==> src/design/sbhs_pkg.sv <==
// Package for the seed-byte generator: constants, register indexes, the
// controller state type and the command and status bundles between the
// controller and the datapath. Depends on nothing.
`default_nettype none

package sbhs_pkg;

	// Configuration port.
	localparam int unsigned CFG_IDX_W  = 2;
	localparam int unsigned CFG_DATA_W = 64;
	localparam logic [CFG_IDX_W-1:0] REG_OUT_BYTES  = 2'd0;
	localparam logic [CFG_IDX_W-1:0] REG_HASH_BASIS = 2'd1;

	// Field widths.
	localparam int unsigned OUT_BYTES_W = 7;
	localparam int unsigned WORD_W      = 64;
	localparam int unsigned VBYTES_W    = 4;
	localparam int unsigned HALF_W      = 32;

	// Default for the top-level parameter.
	localparam int unsigned MAX_OUT_BYTES_DEF = 64;

	// Reset values of the registers.
	localparam logic [OUT_BYTES_W-1:0] OUT_BYTES_RST = 7'd64;
	localparam logic [WORD_W-1:0]      FNV_BASIS     = 64'hcbf2_9ce4_8422_2325;

	// Hash and mixer constants.
	localparam logic [WORD_W-1:0] GOLDEN    = 64'h9e37_79b9_7f4a_7c15;
	localparam logic [WORD_W-1:0] MIX_MUL_A = 64'hbf58_476d_1ce4_e5b9;
	localparam logic [WORD_W-1:0] MIX_MUL_B = 64'h94d0_49bb_1331_11eb;

	// Controller states.
	typedef enum logic [3:0] {
		ST_IDLE,
		ST_COMB_A,
		ST_COMB_B,
		ST_GEN,
		ST_MA0,
		ST_MA1,
		ST_MA2,
		ST_MA3,
		ST_MIX,
		ST_MB0,
		ST_MB1,
		ST_MB2,
		ST_MB3,
		ST_FIN
	} state_t;

	// Datapath operation codes.
	typedef enum logic [1:0] {
		Z_HOLD,
		Z_COMB,
		Z_GEN,
		Z_MIX
	} z_op_t;

	typedef enum logic [1:0] {
		GEN_HOLD,
		GEN_COMB,
		GEN_STEP
	} gen_op_t;

	typedef enum logic [1:0] {
		PP_LL,
		PP_LH,
		PP_HL
	} pp_sel_t;

	typedef enum logic [1:0] {
		ACC_HOLD,
		ACC_LOAD,
		ACC_ADD_HI
	} acc_op_t;

	typedef struct packed {
		logic    hash_seed;
		logic    hash_dom;
		z_op_t   z_op;
		gen_op_t gen_op;
		pp_sel_t pp_sel;
		logic    const_b;
		acc_op_t acc_op;
		logic    out_load;
	} dp_cmd_t;

	typedef struct packed {
		logic total_zero;
		logic last_chunk;
		logic out_free;
	} dp_status_t;

endpackage

`default_nettype wire

==> src/design/sbhs_ctrl.sv <==
// Controller of the seed-byte generator: sequences hashing, the combine
// step and the word loop of the datapath. Depends on sbhs_pkg.
`default_nettype none

module sbhs_ctrl
	import sbhs_pkg::*;
(
	input  wire logic       clk,
	input  wire logic       arst_n,
	input  wire logic       in_valid,
	output logic            in_ready,
	input  wire logic       has_byte,
	input  wire logic       source,
	input  wire logic       end_of_string,
	output dp_cmd_t         cmd,
	input  wire dp_status_t status
);

	state_t state_q;
	state_t state_d;

	always_ff @(posedge clk or negedge arst_n) begin
		if (!arst_n) begin
			state_q <= ST_IDLE;
		end else begin
			state_q <= state_d;
		end
	end

	// Next state.
	always_comb begin
		state_d = state_q;
		unique case (state_q)
			ST_IDLE: begin
				if (in_valid && source && end_of_string) begin
					state_d = ST_COMB_A;
				end
			end
			ST_COMB_A: state_d = ST_COMB_B;
			ST_COMB_B: state_d = status.total_zero ? ST_IDLE : ST_GEN;
			ST_GEN:    state_d = ST_MA0;
			ST_MA0:    state_d = ST_MA1;
			ST_MA1:    state_d = ST_MA2;
			ST_MA2:    state_d = ST_MA3;
			ST_MA3:    state_d = ST_MIX;
			ST_MIX:    state_d = ST_MB0;
			ST_MB0:    state_d = ST_MB1;
			ST_MB1:    state_d = ST_MB2;
			ST_MB2:    state_d = ST_MB3;
			ST_MB3:    state_d = ST_FIN;
			ST_FIN: begin
				if (status.out_free) begin
					state_d = status.last_chunk ? ST_IDLE : ST_GEN;
				end
			end
			default:   state_d = ST_IDLE;
		endcase
	end

	// Outputs.
	always_comb begin
		in_ready      = 1'b0;
		cmd.hash_seed = 1'b0;
		cmd.hash_dom  = 1'b0;
		cmd.z_op      = Z_HOLD;
		cmd.gen_op    = GEN_HOLD;
		cmd.pp_sel    = PP_LL;
		cmd.const_b   = 1'b0;
		cmd.acc_op    = ACC_HOLD;
		cmd.out_load  = 1'b0;
		unique case (state_q)
			ST_IDLE: begin
				in_ready      = 1'b1;
				cmd.hash_seed = in_valid && !source && has_byte;
				cmd.hash_dom  = in_valid && source && has_byte;
			end
			ST_COMB_A: cmd.z_op = Z_COMB;
			ST_COMB_B: cmd.gen_op = GEN_COMB;
			ST_GEN: begin
				cmd.gen_op = GEN_STEP;
				cmd.z_op   = Z_GEN;
			end
			ST_MA0: cmd.pp_sel = PP_LL;
			ST_MA1: begin
				cmd.pp_sel = PP_LH;
				cmd.acc_op = ACC_LOAD;
			end
			ST_MA2: begin
				cmd.pp_sel = PP_HL;
				cmd.acc_op = ACC_ADD_HI;
			end
			ST_MA3: cmd.acc_op = ACC_ADD_HI;
			ST_MIX: cmd.z_op = Z_MIX;
			ST_MB0: begin
				cmd.pp_sel  = PP_LL;
				cmd.const_b = 1'b1;
			end
			ST_MB1: begin
				cmd.pp_sel  = PP_LH;
				cmd.const_b = 1'b1;
				cmd.acc_op  = ACC_LOAD;
			end
			ST_MB2: begin
				cmd.pp_sel  = PP_HL;
				cmd.const_b = 1'b1;
				cmd.acc_op  = ACC_ADD_HI;
			end
			ST_MB3: cmd.acc_op = ACC_ADD_HI;
			ST_FIN: cmd.out_load = status.out_free;
			default: begin
			end
		endcase
	end

endmodule

`default_nettype wire

==> src/design/sbhs_dp.sv <==
// Datapath of the seed-byte generator: configuration registers, the two
// FNV-1a hashes, the mixer state with a shared 32x32 multiplier, the byte
// counters and the output register. Depends on sbhs_pkg.
`default_nettype none

module sbhs_dp
	import sbhs_pkg::*;
#(
	parameter int unsigned MAX_OUT_BYTES = MAX_OUT_BYTES_DEF
) (
	input  wire logic                  clk,
	input  wire logic                  arst_n,
	input  wire logic                  cfg_we,
	input  wire logic [CFG_IDX_W-1:0]  cfg_index,
	input  wire logic [CFG_DATA_W-1:0] cfg_data,
	input  wire logic [7:0]            data_byte,
	input  wire dp_cmd_t               cmd,
	output dp_status_t                 status,
	output logic                       out_valid,
	input  wire logic                  out_ready,
	output logic [WORD_W-1:0]          seed_word,
	output logic [VBYTES_W-1:0]        valid_bytes,
	output logic                       last_word
);

	// Multiply by the FNV prime 2^40 + 0x1b3 as a sum of shifts.
	function automatic logic [WORD_W-1:0] fnv_step(input logic [WORD_W-1:0] h,
		input logic [7:0] b);
		logic [WORD_W-1:0] x;
		x = h ^ {56'd0, b};
		return (x << 40) + (x << 8) + (x << 7) + (x << 5) + (x << 4) + (x << 1) + x;
	endfunction

	logic [OUT_BYTES_W-1:0] out_bytes_q;
	logic [WORD_W-1:0]      basis_q;
	logic [WORD_W-1:0]      seed_hash_q;
	logic [WORD_W-1:0]      dom_hash_q;
	logic [WORD_W-1:0]      gen_q;
	logic [WORD_W-1:0]      z_q;
	logic [WORD_W-1:0]      p_q;
	logic [WORD_W-1:0]      acc_q;
	logic [OUT_BYTES_W-1:0] total_q;
	logic [OUT_BYTES_W-1:0] done_q;
	logic                   out_valid_q;
	logic [WORD_W-1:0]      word_q;
	logic [VBYTES_W-1:0]    vbytes_q;
	logic                   last_q;

	logic [WORD_W-1:0]      gen_next;
	logic [HALF_W-1:0]      mul_a;
	logic [HALF_W-1:0]      mul_b;
	logic [WORD_W-1:0]      mul_c;
	logic [WORD_W-1:0]      p_d;
	logic [OUT_BYTES_W-1:0] total_sat;
	logic [OUT_BYTES_W-1:0] rem;
	logic [VBYTES_W-1:0]    chunk;

	// Configuration registers.
	always_ff @(posedge clk or negedge arst_n) begin
		if (!arst_n) begin
			out_bytes_q <= OUT_BYTES_RST;
			basis_q     <= FNV_BASIS;
		end else if (cfg_we) begin
			if (cfg_index == REG_OUT_BYTES) begin
				out_bytes_q <= cfg_data[OUT_BYTES_W-1:0];
			end else if (cfg_index == REG_HASH_BASIS) begin
				basis_q <= cfg_data;
			end
		end
	end

	always_comb begin
		if (32'(out_bytes_q) > 32'(MAX_OUT_BYTES)) begin
			total_sat = OUT_BYTES_W'(MAX_OUT_BYTES);
		end else begin
			total_sat = out_bytes_q;
		end
	end

	// String hashes; both return to the basis once a run is set up.
	always_ff @(posedge clk or negedge arst_n) begin
		if (!arst_n) begin
			seed_hash_q <= FNV_BASIS;
			dom_hash_q  <= FNV_BASIS;
		end else if (cmd.gen_op == GEN_COMB) begin
			seed_hash_q <= basis_q;
			dom_hash_q  <= basis_q;
		end else begin
			if (cmd.hash_seed) begin
				seed_hash_q <= fnv_step(seed_hash_q, data_byte);
			end
			if (cmd.hash_dom) begin
				dom_hash_q <= fnv_step(dom_hash_q, data_byte);
			end
		end
	end

	assign gen_next = gen_q + GOLDEN;

	always_ff @(posedge clk) begin
		unique case (cmd.gen_op)
			GEN_COMB: gen_q <= seed_hash_q ^ (z_q + (seed_hash_q << 6) + (seed_hash_q >> 2));
			GEN_STEP: gen_q <= gen_next;
			default:  gen_q <= gen_q;
		endcase
		unique case (cmd.z_op)
			Z_COMB:  z_q <= dom_hash_q + GOLDEN;
			Z_GEN:   z_q <= gen_next ^ (gen_next >> 30);
			Z_MIX:   z_q <= acc_q ^ (acc_q >> 27);
			default: z_q <= z_q;
		endcase
	end

	// Shared multiplier: three partial products give the low 64 bits.
	assign mul_c = cmd.const_b ? MIX_MUL_B : MIX_MUL_A;

	always_comb begin
		unique case (cmd.pp_sel)
			PP_LH: begin
				mul_a = z_q[HALF_W-1:0];
				mul_b = mul_c[WORD_W-1:HALF_W];
			end
			PP_HL: begin
				mul_a = z_q[WORD_W-1:HALF_W];
				mul_b = mul_c[HALF_W-1:0];
			end
			default: begin
				mul_a = z_q[HALF_W-1:0];
				mul_b = mul_c[HALF_W-1:0];
			end
		endcase
	end

	assign p_d = mul_a * mul_b;

	always_ff @(posedge clk) begin
		p_q <= p_d;
		unique case (cmd.acc_op)
			ACC_LOAD:   acc_q <= p_q;
			ACC_ADD_HI: acc_q <= acc_q + {p_q[HALF_W-1:0], {HALF_W{1'b0}}};
			default:    acc_q <= acc_q;
		endcase
	end

	// Byte accounting for the run.
	assign rem   = total_q - done_q;
	assign chunk = (rem > OUT_BYTES_W'(8)) ? VBYTES_W'(8) : rem[VBYTES_W-1:0];

	always_ff @(posedge clk) begin
		if (cmd.gen_op == GEN_COMB) begin
			total_q <= total_sat;
			done_q  <= '0;
		end else if (cmd.out_load) begin
			done_q <= done_q + OUT_BYTES_W'(chunk);
		end
	end

	// Output register.
	always_ff @(posedge clk or negedge arst_n) begin
		if (!arst_n) begin
			out_valid_q <= 1'b0;
		end else if (cmd.out_load) begin
			out_valid_q <= 1'b1;
		end else if (out_ready) begin
			out_valid_q <= 1'b0;
		end
	end

	always_ff @(posedge clk) begin
		if (cmd.out_load) begin
			word_q   <= acc_q ^ (acc_q >> 31);
			vbytes_q <= chunk;
			last_q   <= (rem <= OUT_BYTES_W'(8));
		end
	end

	assign status.total_zero = (total_sat == '0);
	assign status.last_chunk = (rem <= OUT_BYTES_W'(8));
	assign status.out_free   = !out_valid_q || out_ready;

	assign out_valid   = out_valid_q;
	assign seed_word   = word_q;
	assign valid_bytes = vbytes_q;
	assign last_word   = last_q;

endmodule

`default_nettype wire

==> src/design/seed_bytes_from_hashed_strings.sv <==
// Top level of the seed-byte generator: joins the controller and the datapath.
// Depends on sbhs_pkg, sbhs_ctrl and sbhs_dp.
//
// A seed string (source 0) and a domain string (source 1) stream in one byte
// per transfer, and each is hashed with 64-bit FNV-1a starting from the
// hash_basis register. The item that ends the domain string starts a run that
// combines the two hashes, returns both hashes to the basis and emits
// SplitMix64 words until out_bytes bytes (at most MAX_OUT_BYTES) are covered,
// with words little-endian and the last one carrying a partial count in
// valid_bytes. The run has a setup and then takes one word after another:
// each word goes through two 64-bit multiplications, each formed from three
// partial products on one shared 32x32 multiplier, and a stall on the output
// side holds the run. No input transfer is taken during a run, but the block
// takes input again while its final word still waits in the output register.
// With out_bytes at zero the run emits no word and ends after its setup.
// Configuration must be written only while no run is in progress; the block
// itself does not enforce it. A write to an unknown index is ignored, and a
// new hash_basis takes effect at the next return to the basis.
`default_nettype none

module seed_bytes_from_hashed_strings
	import sbhs_pkg::*;
#(
	parameter int unsigned MAX_OUT_BYTES = MAX_OUT_BYTES_DEF
) (
	input  wire logic                  clk,
	input  wire logic                  arst_n,
	input  wire logic                  cfg_we,
	input  wire logic [CFG_IDX_W-1:0]  cfg_index,
	input  wire logic [CFG_DATA_W-1:0] cfg_data,
	input  wire logic                  in_valid,
	output logic                       in_ready,
	input  wire logic [7:0]            data_byte,
	input  wire logic                  has_byte,
	input  wire logic                  source,
	input  wire logic                  end_of_string,
	output logic                       out_valid,
	input  wire logic                  out_ready,
	output logic [WORD_W-1:0]          seed_word,
	output logic [VBYTES_W-1:0]        valid_bytes,
	output logic                       last_word
);

	// Commands from the controller and status back from the datapath.
	dp_cmd_t    cmd;
	dp_status_t status;

	sbhs_ctrl u_ctrl (
		.clk           (clk),
		.arst_n        (arst_n),
		.in_valid      (in_valid),
		.in_ready      (in_ready),
		.has_byte      (has_byte),
		.source        (source),
		.end_of_string (end_of_string),
		.cmd           (cmd),
		.status        (status)
	);

	sbhs_dp #(
		.MAX_OUT_BYTES (MAX_OUT_BYTES)
	) u_dp (
		.clk         (clk),
		.arst_n      (arst_n),
		.cfg_we      (cfg_we),
		.cfg_index   (cfg_index),
		.cfg_data    (cfg_data),
		.data_byte   (data_byte),
		.cmd         (cmd),
		.status      (status),
		.out_valid   (out_valid),
		.out_ready   (out_ready),
		.seed_word   (seed_word),
		.valid_bytes (valid_bytes),
		.last_word   (last_word)
	);

endmodule

`default_nettype wire

==> config.mk <==
export PLATFORM = sky130hd
export DESIGN_NAME = seed_bytes_from_hashed_strings
export DESIGN_NICKNAME = d
export VERILOG_FILES = /design/src/design/sbhs_pkg.sv /design/src/design/sbhs_ctrl.sv /design/src/design/sbhs_dp.sv /design/src/design/seed_bytes_from_hashed_strings.sv
export SDC_FILE = /design/constraint.sdc
export NUM_CORES = 2
export LEC_CHECK = 0
export ABC_AREA = 1
export BUFFER_PORTS_ARGS = -buffer_cell sky130_fd_sc_hd__buf_2
export CAP_MARGIN = 20
export CORE_MARGIN = 1.5
export CORE_UTILIZATION = 28
export DETAILED_ROUTE_END_ITERATION = 16
export PLACE_DENSITY = 0.46
export SLEW_MARGIN = 20
export SYNTH_ARGS = -nofsm -noshare
export SYNTH_HDL_FRONTEND = slang
export SYNTH_HIERARCHICAL = 1
export SYNTH_SLANG_ARGS = --single-unit
export TNS_END_PERCENT = 30
==> constraint.sdc <==
create_clock -name clk -period 13.2 [get_ports clk]
set_input_delay 0 -clock clk [delete_from_list [all_inputs] [get_ports clk]]
set_output_delay 0 -clock clk [all_outputs]
set_load 0.1 [all_outputs]
==> results by group <==
Timing
  • Final Max Tran Viols: 0
  • Setup clock skew after layout: 0.07433 ns
  • Minimum clock period: 11.08 ns
  • F_max: 90.24 MHz
  • Least-Margin Pin Slew: 1.313 ns
  • Final Setup Violations: 0
  • RSZ-0062 raised after global routing: no
  • Slew HR: 0.1188
  • Fin Hold WS: 0.03090 ns
  • Fin Setup TNS: 0 ns
  • Fin crit share: 0.8395
  • Fin. Hold Viols: 0

Layout
  • Share of post-route cells with drive strength above 1: 0.06014
  • Utilization after layout: 0.3138
  • Final non-filler cell total: 16,075
  • Area of the multi-input gates: 0.06528 sq mm
  • Area growth syn-to-layout: 11.41%
  • Fillers: 34,922
  • Nets: 13,881
  • Register area: 0.01468 sq mm

Critical path
  • Worst setup EP type: flip-flop
  • CP max FO: 47
  • Largest stage delay, worst path: 1.08 ns
  • Reg2Reg Launch Point: u_ctrl/state_q[1]$_DFFE_PN0P_
  • Flop2flop setup slack: 2.12 ns
  • Most used cell, CP: fa_1
  • Worst R2R End: u_dp/p_q[60]$_DFF_P_
  • Crit path launch type: flip-flop
  • R2R depth: 28
  • CP Data Arrival Time: 11.69 ns
  • Crit Path Category: flip-flop to flip-flop
  • Req. time, crit path: 13.81 ns
  • Worst path slowest cell: o21ai_1

Floorplan
  • Placeable Area: 0.3211 sq mm
  • Row count: 208
  • Chip width: 571.4 um
  • Top Ports: 153
  • Initial core utilization: 0.2817
  • Die Y: 571.4 um
  • Die area: 0.3265 sq mm

Worst hold path
  • Hold/Removal Path Class: input port to flip-flop
  • Hold Crit Start: cfg_data[47]
  • WHS Path Cells: 3
  • Hold endpoint: u_dp/basis_q[47]$_DFFE_PN1P_

Place
  • Port bufs: 152
  • Placed cells: 15,801
  • RD Place Congestion: 1.010
  • Post-DP HPWL: 370,800 um

Global route
  • Grt total ovfl: 0
  • Total GRT Usage: 0.2642
  • Largest net degree at the start of global routing: 72
  • First-pass GRT wire length: 608,400 um
  • Initial antenna violation count: 32
  • Number of global-route vias before repair: 80,043

Detailed routing
  • Number of nets with antenna violations after routing: 0
  • Drt wl/cell: 26.92 um
  • Drt total wl: 432,800 um
  • Number of DRC markers in iteration 0: 8,645
  • DRC: 0
  • Pre-antenna DRT Iters: 6
  • Vias: 80,098
  • Drt via density: 4.983

Synthesis
  • Synthesized area: 0.09046 sq mm
  • Synthesized Nets: 13,595
  • Area share of the largest cell type after synthesis: 0.3025
  • #FFs+latches synth: 543
  • Ys Warns: 6
  • Synth top area cells: fa_1 (30%), inv_1 (11%), ha_1 (10%), edfxtp_1 (8.9%), nand2_1 (8.3%)
  • Area leader, netlist: fa_1
  • Synth Instances: 11,407
  • Distinct cell type count after synthesis: 61
  • Synth Area per Inst: 7.930 sq um
  • Post-synthesis sequential area ratio: 0.1623

Clock network
  • Maximum clock path buffer count: 3
  • H-tree levels: 3
  • CTS tree: done
  • TritonCTS Buffers: 75
  • CTS Sinks: 543
  • Clock Pin Slew Worst Setup and Hold Paths: 0.06 ns
  • Clk_lat worst skew: 0.77 ns
  • CTS resizes: 0
  • CTS root buf: clkbuf_16

Run
  • Max-cap violations: 0

Status
  • Outcome: completed
[state kept, by name, summed over array words and instances (netlist names), 64 cells and up, named ones only]
register          flops
u_dp/p_q             64
u_dp/z_q             64
u_dp/dom_hash_q      64
u_dp/basis_q         64
u_dp/seed_word       64
u_dp/gen_q           64
u_dp/acc_q           64
u_dp/seed_hash_q     64
[Yosys cell counts (all sizes together)]
cell type	number
inv	2647
nand2	2012
fa	1367
nor2	1170
ha	739
nand3	624
o21ai	618
a21oi	605
edfxtp	268
xor2	175
dfrtp	119
clkbuf	116
xnor2	116
nand4	99
nor3	95
dfstp	85
dfxtp	71
a31oi	63
mux2	57
o21bai	57
buf	45
nand3b	43
a21o	40
o211ai	32
or2	31
a21boi	23
o221ai	23
o21a	17
nor4	11
o22ai	11
and3	8
a211oi	5
and2	5
conb	2
nor4b	2
o31ai	2
clkinv	1
mux2i	1
nand2b	1
nor3b	1
[how the worst max path moves through the flow]
stage	from	endpoint	slack, ns	cells past startpoint
6_report	u_ctrl/state_q[1]$_DFFE_PN0P_	u_dp/p_q[60]$_DFF_P_	2.12	28
5_1_grt	u_ctrl/state_q[3]$_DFFE_PN0P_	u_dp/p_q[60]$_DFF_P_	1.90	31
4_1_cts	u_ctrl/state_q[1]$_DFFE_PN0P_	u_dp/p_q[60]$_DFF_P_	2.36	28
3_5_place_dp	u_ctrl/state_q[2]$_DFFE_PN0P_	u_dp/p_q[60]$_DFF_P_	2.43	29
3_3_place_gp	u_ctrl/state_q[2]$_DFFE_PN0P_	u_dp/p_q[60]$_DFF_P_	2.34	29
2_1_floorplan	u_ctrl/state_q[3]$_DFFE_PN0P_	u_dp/p_q[61]$_DFF_P_	5.23	39
[metal layers]
| layer | share of wire | GRT usage |
|---|---|---|
| met1 | 0.44 | 0.3682 |
| met2 | 0.43 | 0.4002 |
| met3 | 0.085 | 0.05178 |
| met4 | 0.046 | 0.1040 |
| met5 | 0.00015 | 0 |
[stage by stage]
stage / cell area, sq um / worst slack [ns]
floorplan: 90460 / 5.235
global placement: 96790 / 2.344
detailed placement: 96800 / 2.430
CTS: 100700 / 2.357
global route: 100800 / 1.897
finish: 100800 / 2.119
[logic make-up after synthesis]
logic type | Yosys count | synth area share
AND/OR/NAND/NOR | 4102 | 0.1887
buffers and inverters | 2809 | 0.1173
adder cells (fa/ha/maj) | 2106 | 0.4047
AO/OA/AOI/OAI | 1496 | 0.09144
flip-flops | 543 | 0.1623
XOR/XNOR | 291 | 0.02826
multiplexers | 58 | 0.007206
other | 2 | 0.00008302
[area by class of cell]
class	instances	area share
Antenna cell	14	0.0003476
Multi-Input combinational cell	8055	0.6477
Tap cell	4305	0.05345
Timing Repair Buffer	370	0.02708
Inverter	2648	0.09862
Clock buffer	93	0.02063
Sequential cell	543	0.1457
Clock inverter	47	0.006468
[cell usage in the layout, fill, tap and decap left out, types with 31 or more instances in the layout]
cell type and count:
a21o_1 40, nand2_1 1994, a21oi_1 599, dfxtp_1 71, buf_4 97, xor2_1 174
o21ai_0 548, buf_2 151, dlygate4sd3_1 119, clkbuf_16 79, mux2_2 57, ha_1 735
nand3_1 617, fa_1 1367, dfrtp_1 118, nand4_1 99, edfxtp_1 268, a31oi_1 63
o21bai_1 57, inv_1 2604, nand3b_1 43, o21ai_1 37, nor2_1 1136, nor3_1 88
xnor2_1 112, o211ai_1 32, dfstp_2 85, o21ai_2 31, inv_2 42
[critical path: cells and delay by family, from the launching register on]
kind	cells	cell delay [ns]
fa+ha+maj	9	4.54
compound gates	7	2.87
buf+inv	7	1.65
simple gates	4	1.26
flops	1	0.43
xor+xnor	1	0.15
[repair_timing]
action,4_1_cts,5_1_grt
hold endpoints to repair,166,0
hold buffers,120,0
setup buffers,0,0
Power is not shown: default switching activity piles up to over one toggle a cycle in this logic, so the estimate is an artifact.
